$ cat config.mk
export PLATFORM = sky130hd
export DESIGN_NAME = gregorian_date_arithmetic_core_flat
export DESIGN_NICKNAME = d
export VERILOG_FILES = /design/src/gda_pkg.sv /design/src/gda_if.sv /design/src/gregorian_date_arithmetic_core.sv /design/src/gda_to_serial.sv /design/src/gda_from_serial.sv /design/src/flat_wrapper.sv
export SDC_FILE = /design/constraint.sdc
export NUM_CORES = 2
export LEC_CHECK = 0
export BUFFER_PORTS_ARGS = -buffer_cell sky130_fd_sc_hd__buf_2
export CORE_AREA = 3 3 391 393
export CTS_CLUSTER_DIAMETER = 50
export CTS_CLUSTER_SIZE = 30
export DETAILED_ROUTE_END_ITERATION = 6
export DIE_AREA = 0 0 394 396
export PLACE_DENSITY_LB_ADDON = 0.08
export SLEW_MARGIN = 20
export SYNTH_ARGS = -nofsm -noshare
export SYNTH_HDL_FRONTEND = slang
export SYNTH_HIERARCHICAL = 1
export SYNTH_SLANG_ARGS = --single-unit
$ cat constraint.sdc
create_clock -name clk -period 50.3 [get_ports clk]
set_input_delay 7.545 -clock clk [delete_from_list [all_inputs] [get_ports clk]]
set_output_delay 7.545 -clock clk [all_outputs]
set_load 0.05 [all_outputs]
$ cat src/gda_pkg.sv
// Shared types, codes and calendar tables for the Gregorian date arithmetic core.
package gda_pkg;

    typedef enum logic [1:0] {
        ACT_VALIDATE = 2'd0,
        ACT_ADD      = 2'd1,
        ACT_SUB      = 2'd2,
        ACT_DIFF     = 2'd3
    } action_t;

    typedef enum logic [2:0] {
        ST_OK         = 3'd0,
        ST_INVALID    = 3'd1,
        ST_BEFORE_ONE = 3'd2,
        ST_OVERFLOW   = 3'd3,
        ST_REF_LATER  = 3'd4
    } status_t;

    localparam int DAYS_PER_400Y = 146097;
    localparam int DAYS_PER_100Y = 36524;
    localparam int DAYS_PER_4Y   = 1461;
    localparam int DAYS_PER_YEAR = 365;

    // Length of a month in a common year; month number 1..12.
    function automatic logic [4:0] month_len(input logic [3:0] m);
        logic [4:0] len;
        case (m) inside
            4'd2:                      len = 5'd28;
            4'd4, 4'd6, 4'd9, 4'd11:   len = 5'd30;
            default:                   len = 5'd31;
        endcase
        return len;
    endfunction

    // Days in a common year before the first of month m; month number 1..12.
    function automatic logic [8:0] days_before(input logic [3:0] m);
        logic [8:0] n;
        case (m)
            4'd2:    n = 9'd31;
            4'd3:    n = 9'd59;
            4'd4:    n = 9'd90;
            4'd5:    n = 9'd120;
            4'd6:    n = 9'd151;
            4'd7:    n = 9'd181;
            4'd8:    n = 9'd212;
            4'd9:    n = 9'd243;
            4'd10:   n = 9'd273;
            4'd11:   n = 9'd304;
            4'd12:   n = 9'd334;
            default: n = 9'd0;
        endcase
        return n;
    endfunction

endpackage

$ cat src/gda_if.sv
// Valid/ready channels carrying date requests and date results.
interface gda_in_if #(
    parameter int YEAR_BITS      = 16,
    parameter int DAY_COUNT_BITS = 25
);
    logic                      valid;
    logic                      ready;
    logic [1:0]                action;
    logic [YEAR_BITS-1:0]      year;
    logic [3:0]                month;
    logic [4:0]                day;
    logic [DAY_COUNT_BITS-1:0] offset_days;
    logic [YEAR_BITS-1:0]      ref_year;
    logic [3:0]                ref_month;
    logic [4:0]                ref_day;

    modport source (
        output valid, action, year, month, day, offset_days, ref_year, ref_month, ref_day,
        input  ready
    );
    modport sink (
        input  valid, action, year, month, day, offset_days, ref_year, ref_month, ref_day,
        output ready
    );
endinterface

interface gda_out_if #(
    parameter int YEAR_BITS      = 16,
    parameter int DAY_COUNT_BITS = 25
);
    logic                      valid;
    logic                      ready;
    logic [YEAR_BITS-1:0]      out_year;
    logic [3:0]                out_month;
    logic [4:0]                out_day;
    logic [DAY_COUNT_BITS-1:0] day_count;
    logic [2:0]                status;

    modport source (
        output valid, out_year, out_month, out_day, day_count, status,
        input  ready
    );
    modport sink (
        input  valid, out_year, out_month, out_day, day_count, status,
        output ready
    );
endinterface

$ cat src/gregorian_date_arithmetic_core.sv
// Gregorian date arithmetic core: validate, add days, subtract days, day difference.
//
// in_ch carries one request per transfer: action, a date, a day offset and a
// reference date. out_ch returns one result per request, in request order:
// the resulting date (the input date on error or for validate/difference),
// the day count for the difference action and a status code.
// Throughput is one request per cycle while out_ch takes its results: three
// stages turn both dates into serial day numbers, one stage does the
// add/subtract/compare, six stages convert the serial day back to a date,
// and the last stage is the output register where the overflow check is
// applied.
// The whole pipeline advances together; when out_ch holds a result that is
// not taken, every stage holds and in_ch.ready drops in the same cycle, so
// nothing is lost or repeated. The block keeps no state between requests.
// Reset clears only the stage valid bits and the output valid.
module gregorian_date_arithmetic_core #(
    parameter int YEAR_BITS      = 16,
    parameter int DAY_COUNT_BITS = 25
) (
    input  logic       clk,
    input  logic       rst_n,
    gda_in_if.sink     in_ch,
    gda_out_if.source  out_ch
);
    localparam int SB     = YEAR_BITS + 9;
    localparam int W      = ((SB > DAY_COUNT_BITS) ? SB : DAY_COUNT_BITS) + 1;
    localparam int YW     = W - 8;
    localparam int NSTAGE = 10;

    typedef struct packed {
        logic [1:0]                action;
        logic [YEAR_BITS-1:0]      year;
        logic [3:0]                month;
        logic [4:0]                day;
        logic [DAY_COUNT_BITS-1:0] offset;
    } front_t;

    typedef struct packed {
        logic                      conv;
        gda_pkg::status_t          status;
        logic [DAY_COUNT_BITS-1:0] cnt;
        logic [YEAR_BITS-1:0]      year;
        logic [3:0]                month;
        logic [4:0]                day;
    } side_t;

    logic                      en;
    logic [NSTAGE-1:0]         vld_reg;
    logic                      out_valid_reg;
    front_t                    front_reg [3];
    side_t                     side_reg [7];
    logic [W-1:0]              n_reg;
    logic [YEAR_BITS-1:0]      out_year_reg;
    logic [3:0]                out_month_reg;
    logic [4:0]                out_day_reg;
    logic [DAY_COUNT_BITS-1:0] out_cnt_reg;
    gda_pkg::status_t          out_status_reg;

    logic [SB-1:0]             s_date;
    logic [SB-1:0]             s_ref;
    logic                      ok_date;
    logic                      ok_ref;
    front_t                    front_next;
    side_t                     side_next;
    logic [W-1:0]              n_next;
    logic [W-1:0]              s_w;
    logic [W-1:0]              off_w;
    logic [W-1:0]              gap_w;
    logic [YW-1:0]             f_year;
    logic [3:0]                f_month;
    logic [4:0]                f_day;
    side_t                     side_last;

    assign en          = !out_valid_reg || out_ch.ready;
    assign in_ch.ready = en;

    assign front_next = '{action: in_ch.action, year: in_ch.year, month: in_ch.month,
                          day: in_ch.day, offset: in_ch.offset_days};

    gda_to_serial #(.YEAR_BITS(YEAR_BITS)) u_date (
        .clk    (clk),
        .en     (en),
        .year   (in_ch.year),
        .month  (in_ch.month),
        .day    (in_ch.day),
        .serial (s_date),
        .ok     (ok_date)
    );

    gda_to_serial #(.YEAR_BITS(YEAR_BITS)) u_ref (
        .clk    (clk),
        .en     (en),
        .year   (in_ch.ref_year),
        .month  (in_ch.ref_month),
        .day    (in_ch.ref_day),
        .serial (s_ref),
        .ok     (ok_ref)
    );

    // operation stage
    assign s_w   = W'(s_date);
    assign off_w = W'(front_reg[2].offset);
    assign gap_w = s_w - W'(s_ref);

    always_comb
    begin
        side_next.conv   = 1'b0;
        side_next.status = gda_pkg::ST_OK;
        side_next.cnt    = '0;
        side_next.year   = front_reg[2].year;
        side_next.month  = front_reg[2].month;
        side_next.day    = front_reg[2].day;
        n_next           = W'(1);
        if (!ok_date)
            side_next.status = gda_pkg::ST_INVALID;
        else
        begin
            case (front_reg[2].action)
                gda_pkg::ACT_ADD:
                begin
                    side_next.conv = 1'b1;
                    n_next         = s_w + off_w;
                end
                gda_pkg::ACT_SUB:
                begin
                    if (off_w >= s_w)
                        side_next.status = gda_pkg::ST_BEFORE_ONE;
                    else
                    begin
                        side_next.conv = 1'b1;
                        n_next         = s_w - off_w;
                    end
                end
                gda_pkg::ACT_DIFF:
                begin
                    if (!ok_ref)
                        side_next.status = gda_pkg::ST_INVALID;
                    else if (s_ref > s_date)
                        side_next.status = gda_pkg::ST_REF_LATER;
                    else if (gap_w > W'({DAY_COUNT_BITS{1'b1}}))
                        side_next.cnt = '1;
                    else
                        side_next.cnt = gap_w[DAY_COUNT_BITS-1:0];
                end
                default: ;
            endcase
        end
    end

    gda_from_serial #(.W(W)) u_conv (
        .clk    (clk),
        .en     (en),
        .serial (n_reg),
        .year   (f_year),
        .month  (f_month),
        .day    (f_day)
    );

    assign side_last = side_reg[6];

    always_ff @(posedge clk or negedge rst_n)
    begin
        if (!rst_n)
        begin
            vld_reg       <= '0;
            out_valid_reg <= 1'b0;
        end
        else if (en)
        begin
            vld_reg       <= {vld_reg[NSTAGE-2:0], in_ch.valid};
            out_valid_reg <= vld_reg[NSTAGE-1];
        end
    end

    always_ff @(posedge clk)
    begin
        if (en)
        begin
            front_reg[0] <= front_next;
            front_reg[1] <= front_reg[0];
            front_reg[2] <= front_reg[1];
            n_reg        <= n_next;
            side_reg[0]  <= side_next;
            for (int i = 1; i < 7; i++)
                side_reg[i] <= side_reg[i-1];

            out_cnt_reg <= side_last.cnt;
            if (side_last.conv && f_year[YW-1:YEAR_BITS] == '0)
            begin
                out_year_reg   <= f_year[YEAR_BITS-1:0];
                out_month_reg  <= f_month;
                out_day_reg    <= f_day;
                out_status_reg <= side_last.status;
            end
            else
            begin
                out_year_reg   <= side_last.year;
                out_month_reg  <= side_last.month;
                out_day_reg    <= side_last.day;
                out_status_reg <= side_last.conv ? gda_pkg::ST_OVERFLOW : side_last.status;
            end
        end
    end

    assign out_ch.valid     = out_valid_reg;
    assign out_ch.out_year  = out_year_reg;
    assign out_ch.out_month = out_month_reg;
    assign out_ch.out_day   = out_day_reg;
    assign out_ch.day_count = out_cnt_reg;
    assign out_ch.status    = out_status_reg;

    a_cnt_only_ok: assert property (@(posedge clk) disable iff (!rst_n)
        out_valid_reg && out_status_reg != gda_pkg::ST_OK |-> out_cnt_reg == '0)
        else $error("day count set on an error result");

    a_ok_date_valid: assert property (@(posedge clk) disable iff (!rst_n)
        out_valid_reg && out_status_reg == gda_pkg::ST_OK |->
            out_month_reg >= 4'd1 && out_month_reg <= 4'd12 && out_day_reg != 5'd0)
        else $error("ok result carries an impossible date");

    a_stall_holds: assert property (@(posedge clk) disable iff (!rst_n)
        !en |=> $stable(vld_reg) && out_valid_reg)
        else $error("pipeline moved during a stall");

endmodule

$ cat src/gda_to_serial.sv
// Three-stage date check and date-to-serial-day conversion (1-1-1 is day 1).
module gda_to_serial #(
    parameter int YEAR_BITS = 16
) (
    input  logic                   clk,
    input  logic                   en,
    input  logic [YEAR_BITS-1:0]   year,
    input  logic [3:0]             month,
    input  logic [4:0]             day,
    output logic [YEAR_BITS+8:0]   serial,
    output logic                   ok
);
    localparam int SB       = YEAR_BITS + 9;
    localparam int QB       = YEAR_BITS - 6;
    localparam int PW       = YEAR_BITS + 21;
    localparam int K100_SH  = 27;
    localparam int K100     = ((1 << K100_SH) + 99) / 100;

    // stage 1
    logic [YEAR_BITS-1:0] p_reg;
    logic [QB-1:0]        q100_reg;
    logic [3:0]           m1_reg;
    logic [4:0]           d1_reg;
    logic                 pre_reg;
    // stage 2
    logic [SB-1:0]        p365_reg;
    logic [YEAR_BITS-3:0] p4_reg;
    logic [QB-1:0]        q100b_reg;
    logic [3:0]           m2_reg;
    logic [4:0]           d2_reg;
    logic                 leap_reg;
    logic                 ok2_reg;
    // stage 3
    logic [SB-1:0]        serial_reg;
    logic                 ok_reg;

    logic [YEAR_BITS-1:0] p_next;
    logic [PW-1:0]        prod1;
    logic [YEAR_BITS-1:0] r100;
    logic                 leap_next;
    logic [4:0]           lim;
    logic [SB-1:0]        serial_next;

    assign p_next = year - YEAR_BITS'(1);
    assign prod1  = PW'(p_next) * PW'(K100);   // p / 100 by reciprocal

    assign r100      = p_reg - YEAR_BITS'(q100_reg) * YEAR_BITS'(100);
    assign leap_next = (p_reg[1:0] == 2'b11) &&
                       (r100 != YEAR_BITS'(99) || q100_reg[1:0] == 2'b11);
    assign lim       = (m1_reg == 4'd2 && leap_next) ? 5'd29 : gda_pkg::month_len(m1_reg);

    assign serial_next = p365_reg + SB'(p4_reg) - SB'(q100b_reg) + SB'(q100b_reg >> 2)
                       + SB'(gda_pkg::days_before(m2_reg)) + SB'(d2_reg)
                       + SB'(m2_reg > 4'd2 && leap_reg);

    always_ff @(posedge clk)
    begin
        if (en)
        begin
            p_reg     <= p_next;
            q100_reg  <= prod1[K100_SH +: QB];
            m1_reg    <= month;
            d1_reg    <= day;
            pre_reg   <= (year != '0) && (month >= 4'd1) && (month <= 4'd12) && (day != 5'd0);

            p365_reg  <= SB'(p_reg) * SB'(365);
            p4_reg    <= p_reg[YEAR_BITS-1:2];
            q100b_reg <= q100_reg;
            m2_reg    <= m1_reg;
            d2_reg    <= d1_reg;
            leap_reg  <= leap_next;
            ok2_reg   <= pre_reg && (d1_reg <= lim);

            serial_reg <= serial_next;
            ok_reg     <= ok2_reg;
        end
    end

    assign serial = serial_reg;
    assign ok     = ok_reg;
endmodule

$ cat src/gda_from_serial.sv
// Six-stage serial-day-to-date conversion: 400/100/4/1-year split, then month search.
module gda_from_serial #(
    parameter int W = 26
) (
    input  logic           clk,
    input  logic           en,
    input  logic [W-1:0]   serial,
    output logic [W-9:0]   year,
    output logic [3:0]     month,
    output logic [4:0]     day
);
    localparam int YW     = W - 8;
    localparam int QW     = W - 16;
    localparam int PW     = 2 * W + 2;
    localparam int SH400  = W + 18;
    localparam logic [63:0] K400 = ((64'd1 << SH400) + 64'd146096) / 64'd146097;
    localparam int SH4    = 27;
    localparam int K4     = ((1 << SH4) + 1460) / 1461;

    // F1
    logic [W-1:0]  r_reg;
    logic [QW-1:0] q400a_reg;
    // F2
    logic [17:0]   r2_reg;
    logic [QW-1:0] q400b_reg;
    // F3
    logic [15:0]   r3_reg;
    logic [1:0]    ca_reg;
    logic [QW-1:0] q400c_reg;
    // F4
    logic [15:0]   r3b_reg;
    logic [4:0]    q4_reg;
    logic [1:0]    cb_reg;
    logic [QW-1:0] q400d_reg;
    // F5
    logic [8:0]    r5_reg;
    logic [1:0]    y1_reg;
    logic [4:0]    q4b_reg;
    logic [1:0]    cc_reg;
    logic [QW-1:0] q400e_reg;
    // F6
    logic [YW-1:0] year_reg;
    logic [3:0]    month_reg;
    logic [4:0]    day_reg;

    logic [W-1:0]  r_next;
    logic [PW-1:0] prod400;
    logic [W-1:0]  rem400;
    logic [1:0]    c_next;
    logic [17:0]   c_days;
    logic [33:0]   prod4;
    logic [15:0]   rem4;
    logic [10:0]   r4;
    logic [1:0]    y1_next;
    logic [10:0]   y1_days;
    logic [YW-1:0] year_next;
    logic          lp;
    logic [8:0]    yd;
    logic [8:0]    base;
    logic [8:0]    base_sel;
    logic [3:0]    mi;

    assign r_next  = serial - W'(1);
    assign prod400 = PW'(r_next) * PW'(K400);
    assign rem400  = r_reg - W'(q400a_reg) * W'(gda_pkg::DAYS_PER_400Y);

    always_comb
    begin
        if (r2_reg >= 18'd109572)
            c_next = 2'd3;
        else if (r2_reg >= 18'd73048)
            c_next = 2'd2;
        else if (r2_reg >= 18'd36524)
            c_next = 2'd1;
        else
            c_next = 2'd0;
        c_days = 18'(c_next) * 18'(gda_pkg::DAYS_PER_100Y);
    end

    assign prod4 = 34'(r3_reg) * 34'(K4);
    assign rem4  = r3b_reg - 16'(q4_reg) * 16'(gda_pkg::DAYS_PER_4Y);
    assign r4    = rem4[10:0];

    always_comb
    begin
        if (r4 >= 11'd1095)
            y1_next = 2'd3;
        else if (r4 >= 11'd730)
            y1_next = 2'd2;
        else if (r4 >= 11'd365)
            y1_next = 2'd1;
        else
            y1_next = 2'd0;
        y1_days = 11'(y1_next) * 11'(gda_pkg::DAYS_PER_YEAR);
    end

    assign year_next = YW'(q400e_reg) * YW'(400) + YW'(cc_reg) * YW'(100)
                     + YW'(q4b_reg) * YW'(4) + YW'(y1_reg) + YW'(1);
    // last year of a 4-year block is leap, except a century year not divisible by 400
    assign lp = (y1_reg == 2'd3) && (q4b_reg != 5'd24 || cc_reg == 2'd3);
    assign yd = r5_reg + 9'd1;

    always_comb
    begin
        mi       = 4'd0;
        base_sel = 9'd0;
        for (int i = 1; i < 12; i++)
        begin
            base = gda_pkg::days_before(4'(i + 1)) + 9'((i >= 2) && lp);
            if (yd > base)
            begin
                mi       = 4'(i);
                base_sel = base;
            end
        end
    end

    always_ff @(posedge clk)
    begin
        if (en)
        begin
            r_reg     <= r_next;
            q400a_reg <= prod400[SH400 +: QW];

            r2_reg    <= rem400[17:0];
            q400b_reg <= q400a_reg;

            r3_reg    <= 16'(r2_reg - c_days);
            ca_reg    <= c_next;
            q400c_reg <= q400b_reg;

            r3b_reg   <= r3_reg;
            q4_reg    <= prod4[SH4 +: 5];
            cb_reg    <= ca_reg;
            q400d_reg <= q400c_reg;

            r5_reg    <= 9'(r4 - y1_days);
            y1_reg    <= y1_next;
            q4b_reg   <= q4_reg;
            cc_reg    <= cb_reg;
            q400e_reg <= q400d_reg;

            year_reg  <= year_next;
            month_reg <= mi + 4'd1;
            day_reg   <= 5'(yd - base_sel);
        end
    end

    assign year  = year_reg;
    assign month = month_reg;
    assign day   = day_reg;
endmodule
$ cat src/flat_wrapper.sv
// flat-port wrapper written by rule: the top's interface ports become plain ports
module gregorian_date_arithmetic_core_flat 
#(
    parameter int YEAR_BITS      = 16,
    parameter int DAY_COUNT_BITS = 25
)
  (clk, rst_n, in_ch_valid, in_ch_action, in_ch_year, in_ch_month, in_ch_day, in_ch_offset_days, in_ch_ref_year, in_ch_ref_month, in_ch_ref_day, in_ch_ready, out_ch_valid, out_ch_out_year, out_ch_out_month, out_ch_out_day, out_ch_day_count, out_ch_status, out_ch_ready);
  gda_in_if #(.YEAR_BITS(YEAR_BITS), .DAY_COUNT_BITS(DAY_COUNT_BITS)) in_ch_i ();
  gda_out_if #(.YEAR_BITS(YEAR_BITS), .DAY_COUNT_BITS(DAY_COUNT_BITS)) out_ch_i ();
  input  logic clk;
  input  logic rst_n;
  input wire logic [$bits(in_ch_i.valid)-1:0] in_ch_valid;
  input wire logic [$bits(in_ch_i.action)-1:0] in_ch_action;
  input wire logic [$bits(in_ch_i.year)-1:0] in_ch_year;
  input wire logic [$bits(in_ch_i.month)-1:0] in_ch_month;
  input wire logic [$bits(in_ch_i.day)-1:0] in_ch_day;
  input wire logic [$bits(in_ch_i.offset_days)-1:0] in_ch_offset_days;
  input wire logic [$bits(in_ch_i.ref_year)-1:0] in_ch_ref_year;
  input wire logic [$bits(in_ch_i.ref_month)-1:0] in_ch_ref_month;
  input wire logic [$bits(in_ch_i.ref_day)-1:0] in_ch_ref_day;
  output wire logic [$bits(in_ch_i.ready)-1:0] in_ch_ready;
  output wire logic [$bits(out_ch_i.valid)-1:0] out_ch_valid;
  output wire logic [$bits(out_ch_i.out_year)-1:0] out_ch_out_year;
  output wire logic [$bits(out_ch_i.out_month)-1:0] out_ch_out_month;
  output wire logic [$bits(out_ch_i.out_day)-1:0] out_ch_out_day;
  output wire logic [$bits(out_ch_i.day_count)-1:0] out_ch_day_count;
  output wire logic [$bits(out_ch_i.status)-1:0] out_ch_status;
  input wire logic [$bits(out_ch_i.ready)-1:0] out_ch_ready;
  assign in_ch_i.valid = in_ch_valid;
  assign in_ch_i.action = in_ch_action;
  assign in_ch_i.year = in_ch_year;
  assign in_ch_i.month = in_ch_month;
  assign in_ch_i.day = in_ch_day;
  assign in_ch_i.offset_days = in_ch_offset_days;
  assign in_ch_i.ref_year = in_ch_ref_year;
  assign in_ch_i.ref_month = in_ch_ref_month;
  assign in_ch_i.ref_day = in_ch_ref_day;
  assign in_ch_ready = in_ch_i.ready;
  assign out_ch_valid = out_ch_i.valid;
  assign out_ch_out_year = out_ch_i.out_year;
  assign out_ch_out_month = out_ch_i.out_month;
  assign out_ch_out_day = out_ch_i.out_day;
  assign out_ch_day_count = out_ch_i.day_count;
  assign out_ch_status = out_ch_i.status;
  assign out_ch_i.ready = out_ch_ready;
  gregorian_date_arithmetic_core #(.YEAR_BITS(YEAR_BITS), .DAY_COUNT_BITS(DAY_COUNT_BITS)) u_core (.clk(clk), .rst_n(rst_n), .in_ch(in_ch_i), .out_ch(out_ch_i));
endmodule
# [Word level (Yosys, flattened, before mapping)]
# Memories as Yosys holds them, arrays and structs flattened. A register that Yosys moved wholly into a read port is not among the register bits.
# Cells that the tools add are included.
[classes] addsub=41 n_mul=14 magnitude_cmp=28 n_eq_ne=22 n_mux=58 reduce_logical=28
[ops] op="25-bit 2-to-1 mux" n=5
[ops] op="5-bit 2-to-1 mux" n=16
[ops] op="16-bit by 20-bit multiplier with 36-bit output (second input constant)" n=2
[ops] op="9-bit greater-than comparator" n=7
[ops] op="4-bit 2-to-1 mux" n=13
[ops] op="26-bit case mux with 2 select lines" n=1
[ops] op="25-bit by 25-bit subtractor with 26-bit output" n=2
[ops] op="25-bit by 1-bit adder with 25-bit output" n=2
[ops] op="25-bit by 14-bit adder with 25-bit output" n=2
[ops] op="25-bit by 5-bit adder with 25-bit output" n=2
[ops] op="25-bit by 8-bit adder with 25-bit output" n=2
[ops] op="25-bit by 9-bit adder with 25-bit output" n=2
[ops] op="16-bit by 9-bit multiplier with 25-bit output (second input constant)" n=2
[ops] op="26-bit by 24-bit multiplier with 50-bit output (second input constant)" n=1
[ops] op="25-bit by 10-bit subtractor with 25-bit output" n=2
[ops] op="16-bit subtractor" n=3
[ops] op="8-bit by 1-bit adder with 9-bit output (first input constant)" n=4
[ops] op="18-bit by 17-bit >= comparator with 1-bit output (second input constant)" n=2
[ops] op="16-bit by 7-bit != test with 1-bit output (second input constant)" n=2
[ops] op="16-bit nonzero test" n=2
[ops] op="16-bit by 1-bit subtractor with 16-bit output (second input constant)" n=2
[ops] op="16-bit by 15-bit multiplier with 30-bit output (second input constant)" n=1
[ops] op="10-bit by 5-bit multiplier with 14-bit output (second input constant)" n=2
[ops] op="9-bit by 1-bit adder with 9-bit output (first input constant)" n=3
[ops] op="53 further kinds" n=109
[word_totals] register_bits=496 ram_bits=534 rom_bits=288 in_bits=81 output_inout_bits=55 word_cells=250 n_memories=4
[mem_list] memory="u_core.side_reg" words=7 width=54 rd=7 rd_clocked_by_memory_dff=0 wr=7 line_no="gregorian_date_arithmetic_core.sv:51" source="side_t side_reg [7];"
[mem_list] memory="u_core.front_reg" words=3 width=52 rd=3 rd_clocked_by_memory_dff=0 wr=3 line_no="gregorian_date_arithmetic_core.sv:50" source="front_t front_reg [3];"
[mem_list] memory="(no name shown)" words=16 width=9 rd=1 rd_clocked_by_memory_dff=1 wr=0 line_no="gda_pkg.sv:38" source="case (m)"
[mem_list] memory="(no name shown)" words=16 width=9 rd=1 rd_clocked_by_memory_dff=1 wr=0 line_no="gda_pkg.sv:38"

# [Depth between registers and ports, before layout]
[logic_depth] word_depth=16 mapped_depth=32 depth_no_buf=32

# [Hierarchy]
# Netlist, hierarchy kept.
[by_module_without_submodules] mod="gda_from_serial" instances=1 cells_per_inst=2541 area_each_um2=26701.9 seq_area_each_um2=4864.7
[by_module_without_submodules] mod="gregorian_date_arithmetic_core" instances=1 cells_per_inst=1329 area_each_um2=23699.0 seq_area_each_um2=18682.9
[by_module_without_submodules] mod="gda_to_serial (u_core.u_ref)" instances=1 cells_per_inst=1460 area_each_um2=15825.2 seq_area_each_um2=3843.7
[by_module_without_submodules] mod="gda_to_serial (u_core.u_date)" instances=1 cells_per_inst=1437 area_each_um2=15743.8 seq_area_each_um2=3843.7

# [Least setup slack after synthesis]
# No wires, ideal clock.
[synth_path] kind="input -> output" from="input out_ch_ready" to="output in_ch_ready" t_arrival_ps=35649 required_ps=42755 setup_slack_ps=7106 cell_stages=2 path_buffers=1 path_cell_list="nand2b_1 -> buf_1"
[synth_between] elab_chain_len=1
[synth_lines] element="start: declaration" line_no="flat_wrapper.sv:28" source="input wire logic [$bits(out_ch_i.ready)-1:0] out_ch_ready;"
[synth_lines] element="1-bit logical OR" line_no="gregorian_date_arithmetic_core.sv:74" source="assign en = !out_valid_reg || out_ch.ready;"
[synth_lines] element="end: declaration" line_no="flat_wrapper.sv:21" source="output wire logic [$bits(in_ch_i.ready)-1:0] in_ch_ready;"
# Every way passes these cells.

# [Final worst setup path]
# Same ends and word-level chain as after synthesis.

==> results.yml <==
timing:
  fin_crit_sh: 0.320
  tightestPinTransition_ns: 1.10
  setup-tns-final_ns: 0
  slew_violations: 0
  rsz0062_at_grt: "no"
  skew_ns: 0.100
  hold_violations: 0
  max_slew_margin: 0.262
  fmax_mhz: 62.2
  fin_crit_ns: 16.08
  timing.hold.ws_ns: 0.366
  setup_violations: 0
yosys:
  syn_nets: 8849
  ys_warn_count: 6
  syn_area_per_cell_um2: 12.1
  synthFlopType: "edfxtp_1"
  async_flop_share: 0.0105
  synth_seq_area_share: 0.381
  synth-edff-count: 1019
  synthesis.area_um2: 82000
  syn_inst: 6767
  ys_types: 122
  ys_ff_latch: 1048
drt:
  num_vias: 47700
  drcViolationCount: 0
  routed_wirelength_mm: 168
  antenna_left: 0
  wl_per_cell_um: 18.4
  firstDrtPassIters: 5
  drt_iter0_markers: 2538
  routed_via_density: 5.23
finish:
  drive_gt1_frac: 0.0721
  fillers: 12216
  multi_input_area_um2: 44600
  largest_reg_flops: 378
  final_util: 0.598
  syn2layout_area_growth_pct: 9.20
  ff_latch_area_um2: 31200
  layout.nets: 9088
floorplanning:
  core_region_area_um2: 150000
  ios: 136
  rows: 142
  dieArea_um2: 156000
  initial_core_util: 0.547
  dieWidth_um: 394
  die_y_um: 396
status:
  status: "completed"
hold_path:
  hold_depth: 0
  worstHoldStart: "u_core/side_reg[0][44]"
  holdCritPathClass: "flop to flop"
  holdPathEnd: "u_core/side_reg[1][44]"
setup_path:
  r2r_slack_ns: 40.46
  rr_startpoint: "u_core/n_reg[0]"
  cp_top_family: "simple AND/OR/NAND/NOR gates"
  cp_data_arrival_time_ns: 8.54
  path_class: "input port to output pin"
  cp-end-kind: "output pin"
  rr_worst_depth: 30
  max_stage_delay_ns: 0.53
  cp_common_cell: "buf_2"
  crit_buf_inv: 2
  cp.required_ns: 42.75
  crit_slowest_cell: "nand2b_4"
  crit_path_start_kind: "input port"
  path_max_fanout: 32
  reg2reg_to: "u_core/u_conv/q400a_reg[8]"
  path_cells: "buf_2, nand2b_4, buf_2"
clocking:
  post-cts-setup-buffers: 0
  cts_resized: 0
  clkLatencyLatePin_ns: 0.77
  cts_sinks: 1048
  ctsLongestPathBuffers: 3
  cts_hold_buffers: 0
  cts.clk_slew.worst_paths_ns: 0.09
  tritoncts: "yes"
  htreeDepth: 3
  root_buffer: "clkbuf_16"
  numCtsBuffers: 106
run:
  maxCapViolCount: 0
global_route:
  grt_pass1_wl_mm: 270
  grt_start_max_net_pins: 170
  grtUsageTotal: 0.220
  antenna_found_initial: 6
  globalRoute.totalOverflow: 0
  grt_pass1_vias: 49799
placed_design:
  io_buffers: 135
  dpl.hpwl_mm: 137
  gp_congestion: 0.890
[cells in the final DEF, fill, tap and decap left out, types with 34 or more instances in the layout]
cell	n
mux2_2	37
inv_1	1576
xor2_1	106
edfxtp_1	1019
a21oi_1	288
xnor2_1	221
a211oi_1	45
a21o_1	84
nor3_1	85
o21a_1	38
nand2b_1	39
o21ai_1	34
buf_2	135
fa_1	771
o21ai_0	123
nand2_1	170
ha_1	1230
clkbuf_16	106
nor2b_1	43
o21bai_1	38
nor2_1	229
nand3_1	59
[metrics by stage]
step	cells	instance area (um^2)	setup slack, ns
after floorplan	6767	82000	7.11
after global placement	8914	85300	34.17
final	9118	89500	34.22
after CTS	9115	89500	34.16
after global routing	9115	89500	34.16
after detailed placement	8914	85300	34.12
[synthesized netlist by cell type (20+ instances only)]
| cell type | instances | share of area |
|---|---|---|
| a211oi_1 | 45 | 0.0041 |
| a31oi_1 | 28 | 0.0021 |
| o21a_1 | 38 | 0.0035 |
| or3_1 | 20 | 0.0015 |
| o21ai_1 | 34 | 0.0021 |
| a21oi_1 | 288 | 0.018 |
| xnor2_1 | 221 | 0.024 |
| nand4_1 | 30 | 0.0023 |
| xor2_1 | 107 | 0.011 |
| o21bai_1 | 38 | 0.0035 |
| nor3_1 | 85 | 0.0052 |
| edfxtp_1 | 1019 | 0.37 |
| fa_1 | 771 | 0.19 |
| nor2_1 | 229 | 0.010 |
| nand2b_1 | 40 | 0.0031 |
| mux2_2 | 37 | 0.0051 |
| nor2b_1 | 43 | 0.0033 |
| a21o_1 | 84 | 0.0077 |
| and3_1 | 20 | 0.0015 |
| ha_1 | 1230 | 0.19 |
| inv_1 | 1576 | 0.072 |
| nand3_1 | 59 | 0.0036 |
| nor4_1 | 23 | 0.0018 |
| nand2_1 | 170 | 0.0078 |
| o21ai_0 | 123 | 0.0075 |
[how the worst max path moves through the flow]
stage                        from                         to  slack, ns  cells after the start
floorplan            out_ch_ready                in_ch_ready       7.11                      2
global placement     out_ch_ready                in_ch_ready      34.17                      3
detailed placement  in_ch_year[0]  u_core/u_date/q100_reg[9]      34.12                     27
CTS                  out_ch_ready                in_ch_ready      34.16                      3
global route         out_ch_ready                in_ch_ready      34.16                      3
finish               out_ch_ready                in_ch_ready      34.22                      3
[per-layer routing]
layer  track usage  wire length (um)
met1         0.291             73100
met2         0.382             83500
met3        0.0225              5200
met4        0.0760              5790
met5             0                 0
[layout make-up]
| class | count | share of cell area |
|---|---|---|
| multi-input cells | 4103 | 0.499 |
| flip-flops and latches | 1048 | 0.349 |
| inverters | 1578 | 0.0662 |
| clock buffers | 106 | 0.0296 |
| well taps | 2016 | 0.0282 |
| clock inverters | 95 | 0.0174 |
| repair buffers | 169 | 0.0110 |
| diodes | 3 | 0.0000839 |
[logic make-up (layout without fill, tap and decap cells)]
group | count (synthesis) | count (layout) | share of synthesized area
AOI/OAI and AO/OA | 894 | 894 | 0.0741
adders and majority gates | 2001 | 2001 | 0.376
DFF | 1048 | 1048 | 0.381
buffers and inverters | 1616 | 1948 | 0.0748
other | 0 | 3 | 0
and+or+nand+nor | 822 | 822 | 0.0506
muxes | 52 | 52 | 0.00696
xor gates and xnor gates | 334 | 334 | 0.0363
[worst register-to-register path, delay by kind of cell (launching register included)]
family,cells,cell delay [ns]
buffers and inverters,5,0.61
XOR/XNOR,2,0.92
adder cells (fa/ha/maj),9,3.99
flip-flops,1,0.52
AO/OA/AOI/OAI,4,0.90
AND/OR/NAND/NOR,10,2.64
Power is left out: the tool's default activity adds up to more than one toggle a clock period on the data nets, which glitch-free logic cannot reach.
